===== src/rtl/pdau_pkg.sv =====
// shared types, register codes and saturation helper for the pid unit
// no dependencies
package pdau_pkg;

    localparam int DATA_W = 32;
    localparam int ADDR_W = 5;

    typedef enum logic [2:0] {
        REG_GAIN_PROP     = 3'd0,
        REG_GAIN_INTEGRAL = 3'd1,
        REG_GAIN_DERIV    = 3'd2,
        REG_DERIV_COEF    = 3'd3,
        REG_DEADBAND_HIGH = 3'd4,
        REG_DEADBAND_LOW  = 3'd5,
        REG_LIMIT_HIGH    = 3'd6,
        REG_LIMIT_LOW     = 3'd7
    } reg_index_t;

    typedef enum logic [1:0] {
        LIM_WITHIN = 2'd0,
        LIM_HIGH   = 2'd1,
        LIM_LOW    = 2'd2
    } limit_code_t;

    typedef enum logic [3:0] {
        ST_IDLE,
        ST_ERR,
        ST_P,
        ST_I1,
        ST_I2,
        ST_IACC,
        ST_DM,
        ST_DDIFF,
        ST_D,
        ST_F,
        ST_FACC,
        ST_SUM,
        ST_CLAMP
    } seq_state_t;

    typedef struct packed {
        logic signed [DATA_W-1:0] gain_prop;
        logic signed [DATA_W-1:0] gain_integral;
        logic signed [DATA_W-1:0] gain_deriv;
        logic [DATA_W-2:0]        deriv_filter_coef;
        logic signed [DATA_W-1:0] deadband_high;
        logic signed [DATA_W-1:0] deadband_low;
        logic signed [DATA_W-1:0] limit_high;
        logic signed [DATA_W-1:0] limit_low;
    } cfg_t;

    // saturate a 34-bit signed sum to 32 bits
    function automatic logic signed [DATA_W-1:0] sat34(input logic signed [DATA_W+1:0] v);
        logic signed [DATA_W-1:0] r;
        if (v > 34'sh0_7FFF_FFFF)
            r = 32'sh7FFF_FFFF;
        else if (v < -34'sh0_8000_0000)
            r = 32'sh8000_0000;
        else
            r = v[DATA_W-1:0];
        return r;
    endfunction

endpackage


===== src/rtl/pdau_mul.sv =====
// bit-serial signed multiplier, one multiplier bit per cycle
// floor shift by the fraction width and saturation to 32 bits; uses pdau_pkg
module pdau_mul
    import pdau_pkg::*;
#(
    parameter int FRAC_BITS = 16
) (
    input  logic                     clk,
    input  logic                     rst_n,
    input  logic                     start,
    input  logic signed [DATA_W-1:0] op_a,
    input  logic signed [DATA_W-1:0] op_b,
    output logic                     done,
    output logic signed [DATA_W-1:0] result
);
    localparam int CNT_W = $clog2(DATA_W);

    logic                     busy_reg, busy_next;
    logic [CNT_W-1:0]         cnt_reg, cnt_next;
    logic signed [DATA_W+1:0] hi_reg, hi_next;
    logic [DATA_W-1:0]        lo_reg, lo_next;
    logic signed [DATA_W-1:0] a_reg, a_next;
    logic                     done_reg, done_next;
    logic signed [DATA_W+1:0] addend;
    logic signed [DATA_W+1:0] sum;
    logic signed [2*DATA_W-1:0] prod;
    logic signed [2*DATA_W-1:0] shifted;
    logic                     last;

    assign last = (cnt_reg == CNT_W'(DATA_W - 1));

    always_comb
    begin
        // last multiplier bit carries negative weight
        if (!lo_reg[0])
            addend = '0;
        else if (last)
            addend = -{{2{a_reg[DATA_W-1]}}, a_reg};
        else
            addend = {{2{a_reg[DATA_W-1]}}, a_reg};
        sum = hi_reg + addend;
    end

    always_comb
    begin
        busy_next = busy_reg;
        cnt_next  = cnt_reg;
        hi_next   = hi_reg;
        lo_next   = lo_reg;
        a_next    = a_reg;
        done_next = 1'b0;
        if (start)
        begin
            busy_next = 1'b1;
            cnt_next  = '0;
            hi_next   = '0;
            lo_next   = op_b;
            a_next    = op_a;
        end
        else if (busy_reg)
        begin
            hi_next  = sum >>> 1;
            lo_next  = {sum[0], lo_reg[DATA_W-1:1]};
            cnt_next = cnt_reg + 1'b1;
            if (last)
            begin
                busy_next = 1'b0;
                done_next = 1'b1;
            end
        end
    end

    always_ff @(posedge clk or negedge rst_n)
    begin
        if (!rst_n)
        begin
            busy_reg <= 1'b0;
            done_reg <= 1'b0;
            cnt_reg  <= '0;
        end
        else
        begin
            busy_reg <= busy_next;
            done_reg <= done_next;
            cnt_reg  <= cnt_next;
        end
    end

    always_ff @(posedge clk)
    begin
        hi_reg <= hi_next;
        lo_reg <= lo_next;
        a_reg  <= a_next;
    end

    assign prod    = {hi_reg[DATA_W-1:0], lo_reg};
    assign shifted = prod >>> FRAC_BITS;
    assign done    = done_reg;

    always_comb
    begin
        if (!shifted[2*DATA_W-1] && (|shifted[2*DATA_W-2:DATA_W-1]))
            result = 32'sh7FFF_FFFF;
        else if (shifted[2*DATA_W-1] && !(&shifted[2*DATA_W-2:DATA_W-1]))
            result = 32'sh8000_0000;
        else
            result = shifted[DATA_W-1:0];
    end
endmodule


===== src/rtl/pdau_cfg.sv =====
// apb register file holding gains, derivative filter coefficient, dead band and output limits
// uses pdau_pkg
module pdau_cfg
    import pdau_pkg::*;
(
    input  logic              clk,
    input  logic              rst_n,
    input  logic              psel,
    input  logic              penable,
    input  logic              pwrite,
    input  logic [ADDR_W-1:0] paddr,
    input  logic [DATA_W-1:0] pwdata,
    output logic [DATA_W-1:0] prdata,
    output logic              pready,
    output cfg_t              cfg
);
    cfg_t       cfg_reg;
    reg_index_t idx;
    logic       wr;

    assign pready = 1'b1;
    assign idx    = reg_index_t'(paddr[ADDR_W-1:2]);
    assign wr     = psel && penable && pwrite;

    always_ff @(posedge clk or negedge rst_n)
    begin
        if (!rst_n)
        begin
            cfg_reg.gain_prop         <= 32'sd65536;
            cfg_reg.gain_integral     <= '0;
            cfg_reg.gain_deriv        <= '0;
            cfg_reg.deriv_filter_coef <= 31'd65536;
            cfg_reg.deadband_high     <= '0;
            cfg_reg.deadband_low      <= '0;
            cfg_reg.limit_high        <= 32'sd6553600;
            cfg_reg.limit_low         <= '0;
        end
        else if (wr)
        begin
            unique case (idx)
                REG_GAIN_PROP:     cfg_reg.gain_prop         <= pwdata;
                REG_GAIN_INTEGRAL: cfg_reg.gain_integral     <= pwdata;
                REG_GAIN_DERIV:    cfg_reg.gain_deriv        <= pwdata;
                REG_DERIV_COEF:    cfg_reg.deriv_filter_coef <= pwdata[DATA_W-2:0];
                REG_DEADBAND_HIGH: cfg_reg.deadband_high     <= pwdata;
                REG_DEADBAND_LOW:  cfg_reg.deadband_low      <= pwdata;
                REG_LIMIT_HIGH:    cfg_reg.limit_high        <= pwdata;
                REG_LIMIT_LOW:     cfg_reg.limit_low         <= pwdata;
                default: ;
            endcase
        end
    end

    always_comb
    begin
        unique case (idx)
            REG_GAIN_PROP:     prdata = cfg_reg.gain_prop;
            REG_GAIN_INTEGRAL: prdata = cfg_reg.gain_integral;
            REG_GAIN_DERIV:    prdata = cfg_reg.gain_deriv;
            REG_DERIV_COEF:    prdata = {1'b0, cfg_reg.deriv_filter_coef};
            REG_DEADBAND_HIGH: prdata = cfg_reg.deadband_high;
            REG_DEADBAND_LOW:  prdata = cfg_reg.deadband_low;
            REG_LIMIT_HIGH:    prdata = cfg_reg.limit_high;
            REG_LIMIT_LOW:     prdata = cfg_reg.limit_low;
            default:           prdata = '0;
        endcase
    end

    assign cfg = cfg_reg;
endmodule


===== src/rtl/pid_controller_deadband_antiwindup_unit.sv =====
// pid controller with dead band, filtered derivative and back-calculation
// each multiply holds its state in the one bit-serial multiplier (start, bit steps, done);
// each add or subtract step and the clamp step take a state of their own; the integral
// and derivative multiplies are skipped when their gains are zero. A new sample is taken
// only in the idle state; a full output register stalls the clamp step. rst_n clears the
// state, the output valid flag and the accumulators
module pid_controller_deadband_antiwindup_unit
    import pdau_pkg::*;
#(
    parameter int SAMPLE_TIME = 6554,
    parameter int FRAC_BITS   = 16
) (
    input  logic                     clk,
    input  logic                     rst_n,
    // sample channel
    input  logic                     in_valid,
    output logic                     in_ready,
    input  logic signed [DATA_W-1:0] target_value,
    input  logic signed [DATA_W-1:0] measured_value,
    input  logic signed [DATA_W-1:0] manual_value,
    input  logic                     manual_mode,
    // result channel
    output logic                     out_valid,
    input  logic                     out_ready,
    output logic signed [DATA_W-1:0] drive_out,
    output logic signed [DATA_W-1:0] error_value,
    output logic signed [DATA_W-1:0] prop_term,
    output logic signed [DATA_W-1:0] integral_term,
    output logic signed [DATA_W-1:0] deriv_term,
    output logic [1:0]               limit_status,
    // configuration port
    input  logic                     psel,
    input  logic                     penable,
    input  logic                     pwrite,
    input  logic [ADDR_W-1:0]        paddr,
    input  logic [DATA_W-1:0]        pwdata,
    output logic [DATA_W-1:0]        prdata,
    output logic                     pready
);
    cfg_t cfg;

    pdau_cfg u_cfg (
        .clk     (clk),
        .rst_n   (rst_n),
        .psel    (psel),
        .penable (penable),
        .pwrite  (pwrite),
        .paddr   (paddr),
        .pwdata  (pwdata),
        .prdata  (prdata),
        .pready  (pready),
        .cfg     (cfg)
    );

    localparam logic signed [DATA_W-1:0] TS = DATA_W'(SAMPLE_TIME);

    seq_state_t state_reg, state_next;

    // captured sample
    logic signed [DATA_W-1:0] tv_reg, mv_reg, man_val_reg;
    logic                     man_reg;
    // working values
    logic signed [DATA_W-1:0] e_reg, p_reg, t_reg, d_reg, sw_reg;
    // controller state
    logic signed [DATA_W-1:0] iacc_reg, facc_reg;
    // result register
    logic                     out_valid_reg;
    logic signed [DATA_W-1:0] y_out_reg, e_out_reg, p_out_reg, i_out_reg, d_out_reg;
    limit_code_t              st_out_reg;

    logic                     in_xfer, out_xfer, out_free;
    logic                     mul_start, mul_done, issued_reg, mul_state;
    logic signed [DATA_W-1:0] mul_a, mul_b, mul_res;

    pdau_mul #(.FRAC_BITS(FRAC_BITS)) u_mul (
        .clk    (clk),
        .rst_n  (rst_n),
        .start  (mul_start),
        .op_a   (mul_a),
        .op_b   (mul_b),
        .done   (mul_done),
        .result (mul_res)
    );

    assign in_ready = (state_reg == ST_IDLE);
    assign in_xfer  = in_valid && in_ready;
    assign out_xfer = out_valid_reg && out_ready;
    assign out_free = !out_valid_reg || out_ready;

    // combinational arithmetic for the error, clamp and back-calculation steps
    logic signed [DATA_W-1:0] err_sat, y_val, bc_val;
    limit_code_t              status_val;
    logic                     gi_zero, gd_zero;

    assign gi_zero = (cfg.gain_integral == '0);
    assign gd_zero = (cfg.gain_deriv == '0);

    always_comb
    begin
        err_sat = sat34({{2{tv_reg[DATA_W-1]}}, tv_reg} - {{2{mv_reg[DATA_W-1]}}, mv_reg});
        // clamp: inverted limits fall to the low side first
        if (sw_reg <= cfg.limit_low)
        begin
            y_val      = cfg.limit_low;
            status_val = LIM_LOW;
        end
        else if (sw_reg >= cfg.limit_high)
        begin
            y_val      = cfg.limit_high;
            status_val = LIM_HIGH;
        end
        else
        begin
            y_val      = sw_reg;
            status_val = LIM_WITHIN;
        end
        bc_val = sat34({{2{y_val[DATA_W-1]}}, y_val} - {{2{p_reg[DATA_W-1]}}, p_reg}
                       - {{2{d_reg[DATA_W-1]}}, d_reg});
    end

    // next state
    always_comb
    begin
        state_next = state_reg;
        unique case (state_reg)
            ST_IDLE:  if (in_xfer) state_next = ST_ERR;
            ST_ERR:   state_next = ST_P;
            ST_P:     if (mul_done) state_next = ST_I1;
            ST_I1:    if (gi_zero) state_next = ST_DM;
                      else if (mul_done) state_next = ST_I2;
            ST_I2:    if (mul_done) state_next = ST_IACC;
            ST_IACC:  state_next = ST_DM;
            ST_DM:    if (gd_zero) state_next = ST_SUM;
                      else if (mul_done) state_next = ST_DDIFF;
            ST_DDIFF: state_next = ST_D;
            ST_D:     if (mul_done) state_next = ST_F;
            ST_F:     if (mul_done) state_next = ST_FACC;
            ST_FACC:  state_next = ST_SUM;
            ST_SUM:   state_next = ST_CLAMP;
            ST_CLAMP: if (out_free) state_next = ST_IDLE;
            default:  state_next = ST_IDLE;
        endcase
    end

    // multiplier control and operand select
    always_comb
    begin
        mul_state = 1'b0;
        mul_a     = e_reg;
        mul_b     = cfg.gain_prop;
        unique case (state_reg)
            ST_P:    mul_state = 1'b1;
            ST_I1:
            begin
                mul_state = !gi_zero;
                mul_b     = cfg.gain_integral;
            end
            ST_I2:
            begin
                mul_state = 1'b1;
                mul_a     = t_reg;
                mul_b     = TS;
            end
            ST_DM:
            begin
                mul_state = !gd_zero;
                mul_b     = cfg.gain_deriv;
            end
            ST_D:
            begin
                mul_state = 1'b1;
                mul_a     = t_reg;
                mul_b     = {1'b0, cfg.deriv_filter_coef};
            end
            ST_F:
            begin
                mul_state = 1'b1;
                mul_a     = d_reg;
                mul_b     = TS;
            end
            default: ;
        endcase
        mul_start = mul_state && !issued_reg;
    end

    always_ff @(posedge clk or negedge rst_n)
    begin
        if (!rst_n)
        begin
            state_reg     <= ST_IDLE;
            issued_reg    <= 1'b0;
            out_valid_reg <= 1'b0;
            iacc_reg      <= '0;
            facc_reg      <= '0;
        end
        else
        begin
            state_reg <= state_next;
            if (mul_start)
                issued_reg <= 1'b1;
            else if (mul_done)
                issued_reg <= 1'b0;

            if (state_reg == ST_CLAMP && out_free)
                out_valid_reg <= 1'b1;
            else if (out_xfer)
                out_valid_reg <= 1'b0;

            unique case (state_reg)
                ST_I1:    if (gi_zero) iacc_reg <= '0;
                ST_IACC:  iacc_reg <= sat34({{2{iacc_reg[DATA_W-1]}}, iacc_reg}
                                            + {{2{t_reg[DATA_W-1]}}, t_reg});
                ST_DM:    if (gd_zero) facc_reg <= '0;
                ST_FACC:  facc_reg <= sat34({{2{facc_reg[DATA_W-1]}}, facc_reg}
                                            + {{2{t_reg[DATA_W-1]}}, t_reg});
                // back-calculation when clamped or in manual mode
                ST_CLAMP: if (out_free && (status_val != LIM_WITHIN || man_reg))
                              iacc_reg <= bc_val;
                default: ;
            endcase
        end
    end

    // datapath registers
    always_ff @(posedge clk)
    begin
        if (in_xfer)
        begin
            tv_reg      <= target_value;
            mv_reg      <= measured_value;
            man_val_reg <= manual_value;
            man_reg     <= manual_mode;
        end
        unique case (state_reg)
            ST_ERR:
                // open dead band zeroes the error
                if (err_sat > cfg.deadband_low && err_sat < cfg.deadband_high)
                    e_reg <= '0;
                else
                    e_reg <= err_sat;
            ST_P:     if (mul_done) p_reg <= mul_res;
            ST_I1, ST_I2, ST_DM, ST_F:
                      if (mul_done) t_reg <= mul_res;
            ST_DDIFF: t_reg <= sat34({{2{t_reg[DATA_W-1]}}, t_reg}
                                     - {{2{facc_reg[DATA_W-1]}}, facc_reg});
            ST_D:     if (mul_done) d_reg <= mul_res;
            ST_SUM:
                if (man_reg)
                    sw_reg <= man_val_reg;
                else
                    sw_reg <= sat34({{2{p_reg[DATA_W-1]}}, p_reg}
                                    + {{2{iacc_reg[DATA_W-1]}}, iacc_reg}
                                    + {{2{d_reg[DATA_W-1]}}, d_reg});
            ST_CLAMP:
                if (out_free)
                begin
                    y_out_reg  <= y_val;
                    e_out_reg  <= e_reg;
                    p_out_reg  <= p_reg;
                    i_out_reg  <= (status_val != LIM_WITHIN || man_reg) ? bc_val : iacc_reg;
                    d_out_reg  <= d_reg;
                    st_out_reg <= status_val;
                end
            default: ;
        endcase
        // a zero derivative gain forces the term to zero for this tick
        if (state_reg == ST_DM && gd_zero)
            d_reg <= '0;
    end

    assign out_valid     = out_valid_reg;
    assign drive_out     = y_out_reg;
    assign error_value   = e_out_reg;
    assign prop_term     = p_out_reg;
    assign integral_term = i_out_reg;
    assign deriv_term    = d_out_reg;
    assign limit_status  = st_out_reg;
endmodule


===== config.mk =====
export PLATFORM = sky130hd
export DESIGN_NAME = pid_controller_deadband_antiwindup_unit
export DESIGN_NICKNAME = d
export VERILOG_FILES = /design/src/rtl/pdau_pkg.sv /design/src/rtl/pdau_mul.sv /design/src/rtl/pdau_cfg.sv /design/src/rtl/pid_controller_deadband_antiwindup_unit.sv
export SDC_FILE = /design/constraint.sdc
export NUM_CORES = 2
export LEC_CHECK = 0
export BUFFER_PORTS_ARGS = -buffer_cell sky130_fd_sc_hd__buf_2
export CAP_MARGIN = 20
export CORE_MARGIN = 3
export CORE_UTILIZATION = 50
export CTS_CLUSTER_DIAMETER = 80
export DETAILED_ROUTE_END_ITERATION = 8
export PLACE_DENSITY = 0.68
export SLEW_MARGIN = 20
export SYNTH_ARGS = -nofsm -noshare
export SYNTH_HDL_FRONTEND = slang
export SYNTH_SLANG_ARGS = --single-unit

===== constraint.sdc =====
create_clock -name clk -period 24.3 [get_ports clk]
set_input_delay 2.43 -clock clk [delete_from_list [all_inputs] [get_ports clk]]
set_output_delay 2.43 -clock clk [all_outputs]
set_load 0.01 [all_outputs]

== Word-level counts from Yosys, hierarchy flattened ==
Cells that the tools add are included.
Storage, ports and cells
  bits in registers: 848
  output and inout port bits: 197
  logic and storage cells: 202
  input bits: 141
Operators by class
  add/sub/neg operators: 11
  eq/ne operators: 32
  mux-type cells: 58
  magnitude comparators: 16
  reduce and logical (&&, ||, !) cells: 51
Operators by type and width (count)
  32-bit two-way mux: 24
  32-bit one-hot mux with 8 select lines: 1
  32-bit one-hot mux with 2 select lines: 3
  33-bit by 32-bit greater-than comparator with 1-bit output (second input constant): 4
  33-bit by 32-bit < comparator with 1-bit output (second input constant): 4
  32-bit one-hot mux with 4 select lines: 1
  32-bit by 32-bit adder with 33-bit output: 3
  32-bit by 32-bit subtractor with 33-bit output: 3
  32-bit one-hot mux with 3 select lines: 1
  34-bit by 32-bit greater-than comparator with 1-bit output (second input constant): 2
  34-bit by 32-bit < comparator with 1-bit output (second input constant): 2
  34-bit two-way mux: 2
  32-bit logical NOT: 2
  4-bit one-hot mux with 13 select lines: 1
  4-bit two-way mux: 10
  33-bit by 32-bit adder with 34-bit output: 1
  33-bit by 34-bit adder with 34-bit output: 1
  34-bit negation: 1
  33-bit by 32-bit subtractor with 34-bit output: 1
  32-bit >= comparator: 1
  32-bit greater-than comparator: 1
  32-bit <= comparator: 1
  32-bit < comparator: 1
  2-bit AND reduction: 13
  29 further kinds: 84

== Longest topological paths before layout ==
  depth after elaboration: 10
  depth in mapped cells: 32
  mapped depth without buffers: 30

== Modules after synthesis ==
Synthesis repeated with hierarchy kept, for this count alone.
Unflattened totals
  cell total of the unflattened synthesis: 5127
  area, all modules: 52984.6 µm²
By module, submodules not included
  pid_controller_deadband_antiwindup_unit: sequential area each 14013.4 µm², times used 1, cells an instance 3583, area an instance 34673.3 µm²
  pdau_cfg: sequential area each 6387.4 µm², times used 1, cells an instance 911, area an instance 11825.1 µm²
  pdau_mul: sequential area each 2757.6 µm², times used 1, cells an instance 633, area an instance 6486.2 µm²

== Worst setup path before layout ==
Ideal clock, no wire load.
  path kind: input port to flip-flop
  from: in out_ready
  to: reg d_out_reg[0] (netlist: deriv_term[0]) (enable)
  data required time: 23615 ps
  path slack: 14400 ps
  arrival: 9215 ps
  path buffers: 0
  cell stages on the path: 2
  library setup time: 685 ps
  path through: nor2b_1 nor2_1
On the way
  cells in the longest elaborated chain, start to end: 2
RTL lines
  start: declaration: line pid_controller_deadband_antiwindup_unit.sv:24  | input logic out_ready,
  1-bit logical OR: line pid_controller_deadband_antiwindup_unit.sv:88  | assign out_free = !out_valid_reg || out_ready;
  2-bit AND reduction (no line)
  end signal: assignment: line pid_controller_deadband_antiwindup_unit.sv:261  | d_out_reg <= d_reg;
  end: declaration: line pid_controller_deadband_antiwindup_unit.sv:68  | logic signed [DATA_W-1:0] y_out_reg, e_out_reg, p_out_reg, i_out_reg, d_out_reg;
No other way between the ends.
A chain may end at the register's enable or synchronous reset.

== Final worst setup path ==
  from: reg u_cfg.cfg_reg, in the netlist u_cfg.cfg[46]
  to: reg i_out_reg[1] (netlist: integral_term[1]) (data pin)
On the way
  cells in the longest elaborated chain, start to end: 9
  elaborated cells between the ends (all ways): 14
  those cells by class: 2 x add/sub; 3 x order compare; 7 x mux; 2 x reduce/logical
RTL lines
  start: declaration: line pdau_cfg.sv:17  | cfg_t cfg_reg;
  32-bit >= comparator *: line pid_controller_deadband_antiwindup_unit.sv:107  | else if (sw_reg >= cfg.limit_high)
  32-bit two-way mux *: line pid_controller_deadband_antiwindup_unit.sv:107
  32-bit two-way mux *: line pid_controller_deadband_antiwindup_unit.sv:102  | if (sw_reg <= cfg.limit_low)
  net y_val[15]: line pid_controller_deadband_antiwindup_unit.sv:91  | logic signed [DATA_W-1:0] err_sat, y_val, bc_val;
  32-bit by 32-bit subtractor with 33-bit output *: line pid_controller_deadband_antiwindup_unit.sv:117  | bc_val = sat34({{2{y_val[DATA_W-1]}}, y_val} - {{2{p_reg[DATA_W-1]}}, p_reg}
  33-bit by 32-bit subtractor with 34-bit output *: line pid_controller_deadband_antiwindup_unit.sv:118  | - {{2{d_reg[DATA_W-1]}}, d_reg});
  34-bit by 32-bit < comparator with 1-bit output: line pdau_pkg.sv:57  | else if (v < -34'sh0_8000_0000)
  32-bit two-way mux: line pdau_pkg.sv:57
  32-bit two-way mux *: line pdau_pkg.sv:55  | if (v > 34'sh0_7FFF_FFFF)
  32-bit two-way mux *: line pid_controller_deadband_antiwindup_unit.sv:260  | i_out_reg <= (status_val != LIM_WITHIN || man_reg) ? bc_val : iacc_reg;
  end signal: assignment: line pid_controller_deadband_antiwindup_unit.sv:260
  end: declaration: line pid_controller_deadband_antiwindup_unit.sv:68
Mark *: on every way through the listed nets, which the timed path passes. The rest lies on a longest branch.

==> summary.txt <==
outcome: finished, final reports clean
RSZ-0062 raised after global routing: no
hold slack: 0.472 ns
# hold bufs at CTS: 0
worst reg2reg endpoint: integral_term[1]$_DFFE_PP_
DP HPWL: 137000 um
Clk pwr share: 0.184
# DRC: 0
Detailed Routing Iterations Pass 1: 7
critical path arrival: 9.48 ns
Routed WL: 181000 um
Least-Margin Pin Slew: 1.29 ns
initial antenna violation count: 21
H-tree lvl count: 3
crit end category: register
critical-path maximum fanout: 32
Cells after Synth: 5225
total CTS buffers: 94
Critical Path Sink: integral_term[1]$_DFFE_PP_
Slew Limit Fails: 0
Initial Util: 0.507
combinational share of power: 0.534
post-CTS resize count: 0
synth warn: 0
Net Switching: 3800 uW
gr ovfl total: 0
post-route minimum period: 9.11 ns
slack of the worst reg-to-reg path: 15.19 ns
Syn-to-layout area delta: 12.5%
layout cells sized above 1: 0.139
final period utilization: 0.375
Die H: 328 um
Worst Clk Skew: 0.0398 ns
Clock Tree Buf Depth: 3
Seq/Total Area, Yosys: 0.446
WP data required: 24.67 ns
Min-Delay Path Class: reg2reg
Synth Cell Area: 51900 um^2
post-route setup TNS: 0 ns
Fin. Hold Viols: 0
CTS tree: built
Via Count: 42756
Sequential Power Share: 0.282
PortBufs: 334
clk slew on worst S/H paths: 0.06 ns
Seq cells post-synth: 848
library cells used by synthesis: 93
WL/cell: 26.1 um
worst r2r src: u_cfg.cfg[46]$_DFFE_PN0P_
syn_nets: 5793
I/O Pins: 338
max_cap viols: 0
pin count of the biggest net entering global routing: 80
max reg flops: 255
crit path launch: u_cfg.cfg[46]$_DFFE_PN0P_
# rows: 117
P_int: 4490 uW
final net count: 6055
leak pwr: 0.0248 uW
top cells by area, synth: edfxtp_1 (26%), dfrtp_1 (16%), ha_1 (8.6%)
global placer's final weighted congestion: 0.996
syn_area_per_cell: 9.94 um^2
Post-synth top flop: edfxtp_1
asr flop ratio synth: 0.392
core area: 102000 um^2
post-CTS setup buffer count: 0
Fillers: 9004
Worst-Skew Late Latency: 0.71 ns
CTS Root Cell: clkbuf_16
first-pass GRT wire length: 262000 um
vias in the first global route: 40216
worst vdd ir: 0.000102 V
Fmax: 110 MHz
Post-synth EDFFs: 451
Yosys top cell area share: 0.261
kind of critical path: reg2reg
drt via density: 6.16
Final setup viols: 0
max_slew headroom: 0.129
switch share: 0.459
Die W: 328 um
PD cells: 142 nW/um^2
# clock sinks: 848
Startpoint Class: register
DIE AREA: 108000 um^2
total track usage: 0.329
leading area contributor after synthesis: edfxtp_1
antenna-violating nets left: 0
Reg2Reg Depth: 23
initial detailed-routing violation count: 5134
[worst max-delay path, cell delays in order (launching register included)]
cell,delay (ns)
dfrtp_1,0.42
inv_1,0.10
ha_1,0.32
nand4_1,0.22
nor4_1,0.55
a21bo_2,0.31
a21oi_1,0.13
o31a_1,0.17
or2_2,0.35
buf_4,0.50
mux2i_1,0.13
o21ai_0,0.91
fa_1,0.57
ha_1,0.41
nand3_1,0.17
nor3_1,0.52
nand3_1,0.40
a2111oi_4,0.62
o31ai_2,0.19
a211o_1,0.32
o211ai_1,0.10
buf_4,0.37
o21ai_0,0.21
o21ai_0,0.74
[per-stage QoR]
stage / utilization / setup slack, ns / area [um^2] / cells / total power [uW]
after CTS: 0.570 / 15.59 / 58400 / 6935 / 8190
after global routing: 0.570 / 14.51 / 58400 / 6939 / 8770
final: 0.570 / 15.19 / 58400 / 6945 / 8290
after global placement: 0.538 / 15.60 / 55100 / 6757 / 6570
after detailed placement: 0.538 / 15.63 / 55100 / 6757 / 6630
after floorplan: - / 14.40 / 51900 / 5225 / 5170
[cell type report]
class                   instances  area, um^2  area share
multi-input cells            3716       26400       0.452
flip-flops and latches        848       23200       0.396
clock buffers                 131        2650      0.0453
repair buffers                414        2280      0.0390
well taps                    1368        1710      0.0293
inverters                     413        1550      0.0266
clock inverters                47         648      0.0111
diodes                          8        20.0    0.000343
[placed cells by master (no fill, tap or decap), types with 80 or more instances in the layout]
cell,count
nand2_1,452
edfxtp_1,451
inv_1,410
nor2_1,400
o21ai_0,382
a21oi_1,369
ha_1,357
buf_2,334
dfrtp_1,326
xnor2_1,158
a21o_1,131
mux2_2,128
clkbuf_16,97
mux2i_1,87
o211ai_1,80
[cells in the mapped netlist (all sizes together), types with 13 or more instances]
cell	number
a222oi	32
a21o	131
a22oi	17
o211ai	80
dfxtp	65
nand3	50
nor2b	68
ha	357
mux2i	88
o21a	63
or3	24
xnor2	158
nor2	409
a211oi	29
nand2	455
or4	13
fa	70
nor3	80
a22o	15
and2	53
or2	16
o22ai	31
o31ai	25
a221o	33
a221oi	25
nor4	35
edfxtp	451
buf	21
o21bai	30
clkbuf	227
nand2b	53
dfrtp	327
mux4	16
o311ai	33
a21oi	373
o21ai	398
inv	411
xor2	66
mux2	128
a31oi	48
nand4	51
and3	21
[metal layers]
layer  track usage  vias up  wire, um
met3        0.0631      451     17100
met1         0.431    20809     70500
met5             0        -        12
met4         0.201        2     13000
met2         0.505     2027     80300
li1              -    19467         -
[worst min path at each step]
stage / startpoint / endpoint / slack, ns / depth (start not counted)
2_1_floorplan: e_reg[1]$_SDFFCE_PP0P_ / error_value[1]$_DFFE_PP_ / 0.43 / 0
3_3_place_gp: e_reg[4]$_SDFFCE_PP0P_ / error_value[4]$_DFFE_PP_ / 0.45 / 0
3_5_place_dp: e_reg[4]$_SDFFCE_PP0P_ / error_value[4]$_DFFE_PP_ / 0.47 / 0
4_1_cts: issued_reg$_DFFE_PN0P_ / issued_reg$_DFFE_PN0P_ / 0.48 / 1
5_1_grt: issued_reg$_DFFE_PN0P_ / issued_reg$_DFFE_PN0P_ / 0.48 / 1
6_report: issued_reg$_DFFE_PN0P_ / issued_reg$_DFFE_PN0P_ / 0.47 / 1
[power groups by stage]
stage                     logic, uW  clock network, uW  registers [uW]
after floorplan                2980                  0            2190
after global placement         4220                  0            2350
after detailed placement       4270                  0            2360
after CTS                      4320               1540            2330
after global routing           4820               1600            2360
final                          4430               1520            2340
[cells by family after synthesis]
| family | after synthesis | share of synthesized area |
|---|---|---|
| adder cells (fa/ha/maj) | 429 | 0.113 |
| multiplexers | 232 | 0.0517 |
| other | 1 | 0.0000722 |
| AND/OR/NAND/NOR | 1356 | 0.120 |
| XOR/XNOR | 224 | 0.0378 |
| AO/OA/AOI/OAI | 1474 | 0.183 |
| buffers and inverters | 661 | 0.0483 |
| flip-flops | 848 | 0.446 |
No activity file was read; power rests on OpenSTA's default activity.
